===== src/rtl/core/lfsa_pkg.sv =====
// ----------------------------------------------------------------------------
// Lowest free slot allocator package
// Shared types, status codes and cell geometry for the allocator.
// ----------------------------------------------------------------------------
package lfsa_pkg;

   // Slot numbers, pool sizes and free counts all fit in nine bits.
   localparam int SLOT_W = 9;
   typedef logic [SLOT_W-1:0] slot_type;

   // Each cell of the chain owns this many bitmap entries.
   localparam int CELL_BITS = 64;
   localparam int CELL_LOG  = $clog2(CELL_BITS);
   typedef logic [CELL_LOG-1:0] bit_index_type;

   localparam logic OP_ALLOC = 1'b0;
   localparam logic OP_FREE  = 1'b1;

   localparam logic [2:0] ST_OK            = 3'd0;
   localparam logic [2:0] ST_NO_SPACE      = 3'd1;
   localparam logic [2:0] ST_WRONG_POOL    = 3'd2;
   localparam logic [2:0] ST_NOT_ALLOCATED = 3'd3;
   localparam logic [2:0] ST_OUT_OF_RANGE  = 3'd4;

   localparam logic REG_SLOT_COUNT = 1'b0;
   localparam logic REG_POOL_ID    = 1'b1;

   // Request token that walks down the chain of cells.
   typedef struct packed {
      logic       valid;
      logic       alloc;
      logic       free_op;
      slot_type   slot;
      logic       hit;
      logic [2:0] status;
   } token_type;

   typedef struct packed {
      logic [2:0] status;
      logic [7:0] granted;
      slot_type   left;
   } result_type;

endpackage


===== src/rtl/core/lfsa_cell.sv =====
// ----------------------------------------------------------------------------
// Allocator bitmap cell
// Holds one segment of the allocation bitmap and services the request token
// as it passes, then hands the token on to the next cell.
// ----------------------------------------------------------------------------
module lfsa_cell #(
   parameter int CELL_INDEX = 0
) (
   input  logic                 clock,
   input  logic                 reset,
   input  logic                 clear,
   input  lfsa_pkg::slot_type   pool_size,
   input  lfsa_pkg::token_type  tok_in,
   output lfsa_pkg::token_type  tok_out_ff
);

   localparam int BASE = CELL_INDEX * lfsa_pkg::CELL_BITS;

   logic [lfsa_pkg::CELL_BITS-1:0] taken_ff;
   logic [lfsa_pkg::CELL_BITS-1:0] taken_in;
   logic [lfsa_pkg::CELL_BITS-1:0] avail;
   lfsa_pkg::token_type            tok_out_in;
   lfsa_pkg::bit_index_type        first_free;
   lfsa_pkg::bit_index_type        local_bit;
   logic                           any_free;
   logic                           mine;

   always_comb begin
      for (int j = 0; j < lfsa_pkg::CELL_BITS; j++) begin
         avail[j] = !taken_ff[j] && ((BASE + j) < int'(pool_size));
      end
      any_free   = |avail;
      first_free = '0;
      // Scan downward so the lowest free entry wins.
      for (int j = lfsa_pkg::CELL_BITS - 1; j >= 0; j--) begin
         if (avail[j]) begin
            first_free = lfsa_pkg::bit_index_type'(j);
         end
      end
      local_bit = tok_in.slot[lfsa_pkg::CELL_LOG-1:0];
      mine = int'(tok_in.slot[lfsa_pkg::SLOT_W-1:lfsa_pkg::CELL_LOG]) == CELL_INDEX;

      taken_in   = taken_ff;
      tok_out_in = tok_in;
      if (tok_in.valid && tok_in.alloc && !tok_in.hit && any_free) begin
         taken_in[first_free] = 1'b1;
         tok_out_in.hit  = 1'b1;
         tok_out_in.slot = lfsa_pkg::slot_type'(BASE + int'(first_free));
      end else if (tok_in.valid && tok_in.free_op && tok_in.status == lfsa_pkg::ST_OK
                   && mine && taken_ff[local_bit]) begin
         taken_in[local_bit] = 1'b0;
         tok_out_in.hit = 1'b1;
      end
   end

   always_ff @(posedge clock) begin
      if (reset || clear) begin
         taken_ff <= '0;
      end else begin
         taken_ff <= taken_in;
      end
   end

   always_ff @(posedge clock) begin
      if (reset) begin
         tok_out_ff.valid <= 1'b0;
      end else begin
         tok_out_ff.valid <= tok_in.valid;
      end
      tok_out_ff.alloc   <= tok_out_in.alloc;
      tok_out_ff.free_op <= tok_out_in.free_op;
      tok_out_ff.slot    <= tok_out_in.slot;
      tok_out_ff.hit     <= tok_out_in.hit;
      tok_out_ff.status  <= tok_out_in.status;
   end

endmodule


===== src/rtl/core/lowest_free_slot_allocator.sv =====
// ----------------------------------------------------------------------------
// Lowest free slot allocator
// Hands out the lowest free slot of a pool and takes slots back with checks.
// ----------------------------------------------------------------------------
// One request is in flight at a time. A request enters a chain of bitmap
// cells, each owning 64 slots, and moves one cell per cycle; its result is
// registered after the last cell. A new request is accepted once the
// previous result has reached the output register, so a stalled output
// holds off the next request. Writing slot_count empties the pool at once;
// writing pool_id leaves the slots as they are.
// ----------------------------------------------------------------------------
module lowest_free_slot_allocator #(
   parameter int NUM_SLOTS = 256
) (
   input  logic        clock,
   input  logic        reset,

   input  logic        req_valid,
   output logic        req_stall,
   input  logic        req_operation,
   input  logic [7:0]  req_free_slot,
   input  logic [31:0] req_free_pool,

   output logic        rsp_valid,
   input  logic        rsp_stall,
   output logic [2:0]  rsp_status,
   output logic [7:0]  rsp_granted_slot,
   output logic [8:0]  rsp_free_left,

   input  logic        csr_write,
   input  logic        csr_index,
   input  logic [31:0] csr_wdata
);

   localparam int NUM_CELLS  = (NUM_SLOTS + lfsa_pkg::CELL_BITS - 1) / lfsa_pkg::CELL_BITS;
   localparam int RESET_SIZE = (256 < NUM_SLOTS) ? 256 : NUM_SLOTS;

   lfsa_pkg::slot_type   pool_size_ff;
   lfsa_pkg::slot_type   pool_size_in;
   logic [31:0]          pool_id_ff;
   lfsa_pkg::slot_type   taken_total_ff;
   lfsa_pkg::slot_type   taken_total_in;
   logic                 busy_ff;
   logic                 busy_in;
   logic                 hold_valid_ff;
   logic                 hold_valid_in;
   lfsa_pkg::result_type hold_ff;
   logic                 rsp_valid_ff;
   logic                 rsp_valid_in;
   lfsa_pkg::result_type rsp_ff;
   lfsa_pkg::result_type rsp_in;
   lfsa_pkg::token_type  entry_ff;
   lfsa_pkg::token_type  entry_in;
   lfsa_pkg::token_type  chain [NUM_CELLS+1];
   lfsa_pkg::token_type  tok_exit;
   lfsa_pkg::result_type result;
   lfsa_pkg::slot_type   wr_count;
   logic                 accept;
   logic                 clear_pool;
   logic                 rsp_free;

   assign accept     = req_valid && !busy_ff;
   assign clear_pool = csr_write && csr_index == lfsa_pkg::REG_SLOT_COUNT;
   assign wr_count   = csr_wdata[lfsa_pkg::SLOT_W-1:0];
   assign rsp_free   = !rsp_valid_ff || !rsp_stall;

   // Pool size is stored already clamped to the bitmap depth.
   always_comb begin
      pool_size_in = pool_size_ff;
      if (clear_pool) begin
         if (int'(wr_count) < NUM_SLOTS) begin
            pool_size_in = wr_count;
         end else begin
            pool_size_in = lfsa_pkg::slot_type'(NUM_SLOTS);
         end
      end
   end

   // Pool and range checks happen before the token enters the chain.
   always_comb begin
      entry_in.valid   = accept;
      entry_in.alloc   = req_operation == lfsa_pkg::OP_ALLOC;
      entry_in.free_op = req_operation == lfsa_pkg::OP_FREE;
      entry_in.slot    = {1'b0, req_free_slot};
      entry_in.hit     = 1'b0;
      entry_in.status  = lfsa_pkg::ST_OK;
      if (req_operation == lfsa_pkg::OP_FREE) begin
         priority if (req_free_pool != pool_id_ff) begin
            entry_in.status = lfsa_pkg::ST_WRONG_POOL;
         end else if ({1'b0, req_free_slot} >= pool_size_ff) begin
            entry_in.status = lfsa_pkg::ST_OUT_OF_RANGE;
         end else begin
            entry_in.status = lfsa_pkg::ST_OK;
         end
      end
   end

   assign chain[0] = entry_ff;

   for (genvar k = 0; k < NUM_CELLS; k++) begin : g_cell
      lfsa_cell #(
         .CELL_INDEX(k)
      ) u_cell (
         .clock      (clock),
         .reset      (reset),
         .clear      (clear_pool),
         .pool_size  (pool_size_ff),
         .tok_in     (chain[k]),
         .tok_out_ff (chain[k+1])
      );
   end

   assign tok_exit = chain[NUM_CELLS];

   always_comb begin
      taken_total_in = taken_total_ff;
      result.status  = tok_exit.status;
      result.granted = '0;
      if (tok_exit.alloc) begin
         if (tok_exit.hit) begin
            taken_total_in = taken_total_ff + 1'b1;
            result.granted = tok_exit.slot[7:0];
         end else begin
            result.status = lfsa_pkg::ST_NO_SPACE;
         end
      end else if (tok_exit.status == lfsa_pkg::ST_OK) begin
         if (tok_exit.hit) begin
            taken_total_in = taken_total_ff - 1'b1;
         end else begin
            result.status = lfsa_pkg::ST_NOT_ALLOCATED;
         end
      end
      if (!tok_exit.valid) begin
         taken_total_in = taken_total_ff;
      end
      if (clear_pool) begin
         taken_total_in = '0;
      end
      result.left = pool_size_ff - taken_total_in;
   end

   // A finished result goes straight to the output register when it is free,
   // otherwise it parks in the hold register and the block stays busy.
   always_comb begin
      busy_in       = busy_ff;
      hold_valid_in = hold_valid_ff;
      rsp_valid_in  = rsp_valid_ff;
      rsp_in        = rsp_ff;
      if (rsp_valid_ff && !rsp_stall) begin
         rsp_valid_in = 1'b0;
      end
      if (accept) begin
         busy_in = 1'b1;
      end
      if (tok_exit.valid) begin
         if (rsp_free) begin
            rsp_in       = result;
            rsp_valid_in = 1'b1;
            busy_in      = 1'b0;
         end else begin
            hold_valid_in = 1'b1;
         end
      end else if (hold_valid_ff && rsp_free) begin
         rsp_in        = hold_ff;
         rsp_valid_in  = 1'b1;
         hold_valid_in = 1'b0;
         busy_in       = 1'b0;
      end
   end

   always_ff @(posedge clock) begin
      if (reset) begin
         pool_size_ff   <= lfsa_pkg::slot_type'(RESET_SIZE);
         pool_id_ff     <= '0;
         taken_total_ff <= '0;
         busy_ff        <= 1'b0;
         hold_valid_ff  <= 1'b0;
         rsp_valid_ff   <= 1'b0;
         entry_ff.valid <= 1'b0;
      end else begin
         pool_size_ff   <= pool_size_in;
         if (csr_write && csr_index == lfsa_pkg::REG_POOL_ID) begin
            pool_id_ff <= csr_wdata;
         end
         taken_total_ff <= taken_total_in;
         busy_ff        <= busy_in;
         hold_valid_ff  <= hold_valid_in;
         rsp_valid_ff   <= rsp_valid_in;
         entry_ff.valid <= entry_in.valid;
      end
      entry_ff.alloc   <= entry_in.alloc;
      entry_ff.free_op <= entry_in.free_op;
      entry_ff.slot    <= entry_in.slot;
      entry_ff.hit     <= entry_in.hit;
      entry_ff.status  <= entry_in.status;
      rsp_ff           <= rsp_in;
      if (tok_exit.valid && !rsp_free) begin
         hold_ff <= result;
      end
   end

   assign req_stall        = busy_ff;
   assign rsp_valid        = rsp_valid_ff;
   assign rsp_status       = rsp_ff.status;
   assign rsp_granted_slot = rsp_ff.granted;
   assign rsp_free_left    = rsp_ff.left;

endmodule


===== config.mk =====
export PLATFORM = sky130hd
export DESIGN_NAME = lowest_free_slot_allocator
export DESIGN_NICKNAME = d
export VERILOG_FILES = /design/src/rtl/core/lfsa_pkg.sv /design/src/rtl/core/lfsa_cell.sv /design/src/rtl/core/lowest_free_slot_allocator.sv
export SDC_FILE = /design/constraint.sdc
export NUM_CORES = 2
export LEC_CHECK = 0
export BUFFER_PORTS_ARGS = -buffer_cell sky130_fd_sc_hd__buf_2
export CORE_MARGIN = 2
export CORE_UTILIZATION = 37
export CTS_BUF_LIST = sky130_fd_sc_hd__clkbuf_2
export CTS_CLUSTER_DIAMETER = 50
export DETAILED_ROUTE_END_ITERATION = 7
export HOLD_SLACK_MARGIN = 0.08
export PLACE_DENSITY = 0.63
export SLEW_MARGIN = 10
export SYNTH_ARGS = -nofsm -noshare
export SYNTH_HDL_FRONTEND = slang
export SYNTH_HIERARCHICAL = 1
export SYNTH_SLANG_ARGS = --single-unit

===== constraint.sdc =====
create_clock -name clock -period 6.1 [get_ports clock]
set_input_delay 0.305 -clock clock [delete_from_list [all_inputs] [get_ports clock]]
set_output_delay 0.305 -clock clock [all_outputs]
set_load 0.02 [all_outputs]

==> summary.txt <==
Placed design
  • DP Area: 30590 sq um
  • Port Buffers: 100
  • Post-DP HPWL: 85660 um
  • Dpl ws: 1063 ps
  • Final GP Congestion: 1.023

Global route
  • Vias in the first global route: 29660
  • Initial antenna violation count: 4
  • Pin count of the biggest net entering global routing: 69
  • Total gr overflow: 0
  • First-pass GRT wire length: 180100 um
  • GRT Resource Usage Total: 28.05%

Floorplan
  • Die Y: 285.4 um
  • Die width: 285.4 um
  • Core box area: 78740 sq um
  • Row Count: 103
  • Initial Util: 37.21%
  • I/O Pins: 101
  • DIE AREA: 81450 sq um

Timing
  • Worst slew pin tran: 1310 ps
  • TNS Setup: 0 ps
  • # setup viols final: 0
  • RSZ-0062 raised after global routing: false
  • Rel. slew slack: 12.66%
  • Tcrit/Tclk final: 85.81%
  • Max-slew violations: 0
  • Final Hold Viols: 0
  • Worst clock skew: 123.3 ps
  • Min Tclk post-route: 5234 ps
  • Achievable frequency: 191.0 MHz
  • Post-route setup slack: 865.7 ps

CTS
  • Clk Latency, worst-skew pair: 1200 ps
  • Clock-pin slew on the worst setup and hold paths: 120 ps
  • Number of buffers added for setup after CTS: 0
  • CTS tree: yes
  • Clock Path Buffers: 3
  • Clk root buf: clkbuf_2
  • CTS resizes: 0
  • Number of H-tree levels: 3
  • CTS sink count: 424
  • TritonCTS Buffers: 112

Route
  • Vias: 32060
  • Routed Antenna Nets: 0
  • DRC: 0
  • Routed WL per cell: 24.36 um
  • Pre-Repair DR Iteration Count: 6
  • Detailed Route WL: 119900 um
  • DR vias/cell: 6.514
  • DRT iter0 DRCs: 4575

Final layout
  • Fin util: 42.08%
  • Layout cell share with drive strength beyond 1: 15.37%
  • Fillers: 7926
  • Design Area, Final: 33130 sq um
  • Nets: 3886
  • Syn-to-layout area delta: 13.08%

Setup path
  • CP delay by family, top: simple AND/OR/NAND/NOR gates
  • Crit Path Max Fanout: 30
  • Setup Crit Path Kind: flop to flop
  • Worst r2r src: pool_size_ff[6]$_SDFFE_PP0P_
  • Startpoint types: flop
  • Cell Chain, Critical Path: nor4b_4 > nand4_1 > a21boi_0 > nor4b_1 > and4_1 > a41oi_2 > nor4b_2 > a21oi_1 > a31o_2
  • Crit path DAT: 6310 ps
  • R2R depth: 9
  • Crit path capture type: flop
  • Max incr delay on CP: 1120 ps
  • CP max stage cell: nor4b_4
  • Setup slack, reg-to-reg: 870 ps
  • Capture point of the worst reg-to-reg path: g_cell[1].u_cell/taken_ff[42]$_SDFFE_PP0P_
  • WP buf/inv: 0
  • CP required: 7180 ps

Synthesis
  • Synthesized netlist cell count: 3591
  • Synth Cell Area: 29300 sq um
  • Avg Inst Size Synth: 8.159 sq um
  • Yosys warnings: 6

Power and ir drop
  • PnR Total Power: 0.005967 W
  • Power per cell area: 180.1 nW/um^2
  • VDD IR max: 119.9 uV
  • Leakage Power: 11.12 nW

Run
  • Maxcap violations: 0

Worst hold path
  • HP Start: reset
  • Hold depth: 3
  • Hold worst-path end: g_cell[3].u_cell/tok_out_ff[15]$_SDFF_PP0_
  • Hold WC Path Type: input port to flop

Run status
  • Status: finished, final reports clean
-- worst register-to-register path: cells and delay by family, from the launching register on --
kind             cells  cell delay, ps
AO/OA/AOI/OAI        4            1210
flip-flops           1             960
AND/OR/NAND/NOR      5            2980
-- layer usage --
| metal | vias to the layer above | track usage [%] | share of wire (%) |
|---|---|---|---|
| met5 | - | 0 | 0.023 |
| met2 | 2003 | 42.18 | 43 |
| li1 | 14466 | - | - |
| met4 | 4 | 10.35 | 3.8 |
| met1 | 15254 | 39.08 | 42 |
| met3 | 333 | 6.280 | 11 |
-- cells in the final DEF, fill, tap and decap left out, drive strengths merged, types with 38 or more instances in the layout --
cell / count
nor4: 39
o211ai: 230
a21o: 58
mux2: 44
nand2: 325
nor2b: 65
o21ai: 307
nand2b: 39
o31ai: 70
dfxtp: 384
buf: 165
edfxtp: 40
and2: 38
inv: 73
nand3: 107
o22ai: 45
nand3b: 39
a21oi: 267
xnor2: 42
nor3: 89
clkbuf: 163
a31oi: 64
nand4: 71
a211oi: 67
dlygate4sd3: 152
nor2: 201
-- where the power goes --
| part | internal [W] | switching (W) |
|---|---|---|
| Sequential | 0.00285 | 0.000101 |
| Combinational | 0.000343 | 0.000621 |
| Clock | 0.000804 | 0.00125 |
-- how the worst max path moves through the flow --
stage | from | to | slack (ps) | depth (start not counted)
global placement | pool_size_ff[6]$_SDFFE_PP0P_ | g_cell[1].u_cell/taken_ff[4]$_SDFFE_PP0P_ | 1020 | 9
global route | pool_size_ff[6]$_SDFFE_PP0P_ | g_cell[2].u_cell/taken_ff[4]$_SDFFE_PP0P_ | 530 | 10
CTS | pool_size_ff[6]$_SDFFE_PP0P_ | g_cell[1].u_cell/taken_ff[4]$_SDFFE_PP0P_ | 1030 | 9
floorplan | pool_size_ff[7]$_SDFFE_PP0P_ | g_cell[2].u_cell/taken_ff[51]$_SDFFE_PP0P_ | 2250 | 13
detailed placement | pool_size_ff[6]$_SDFFE_PP0P_ | g_cell[1].u_cell/taken_ff[4]$_SDFFE_PP0P_ | 1060 | 9
finish | pool_size_ff[6]$_SDFFE_PP0P_ | g_cell[1].u_cell/taken_ff[42]$_SDFFE_PP0P_ | 870 | 9
-- sequential cells by signal, summed over array words and instances, names as in the netlist --
signal                    cells
rsp_status                    3
rsp_granted_slot              8
hold_valid_ff                 1
rsp_free_left                 9
taken_total_ff                9
chain                        13
g_cell.u_cell/tok_out_ff     62
req_stall                     1
g_cell.u_cell/taken_ff      256
pool_size_ff                  9
hold_ff                      20
rsp_valid                     1
pool_id_ff                   32
-- per-stage QoR --
step | hold slack [ps] | instances
after CTS | 109.3 | 4921
after global placement | 331.9 | 4572
after floorplan | 322.6 | 3596
after global routing | 163.5 | 4922
final | 196.0 | 4922
after detailed placement | 331.9 | 4572
-- layout make-up --
| type | count | area [sq um] | share of cell area [%] |
|---|---|---|---|
| antenna | 1 | 2.502 | 0.007553 |
| tap | 1050 | 1314 | 3.965 |
| inverter | 76 | 285.3 | 0.8610 |
| sequential | 424 | 8916 | 26.91 |
| clock buffer | 163 | 815.8 | 2.462 |
| clock inverter | 34 | 202.7 | 0.6118 |
| timing repair buffer | 317 | 2535 | 7.651 |
| multi-input combinational | 2857 | 19060 | 57.53 |
-- what timing repair did --
item                                   4_1_cts  5_1_grt
setup endpoints to repair                    0        0
hold buffers                               152        0
endpoints found under the hold margin      122        0
Power figures use the tool's default switching activity.
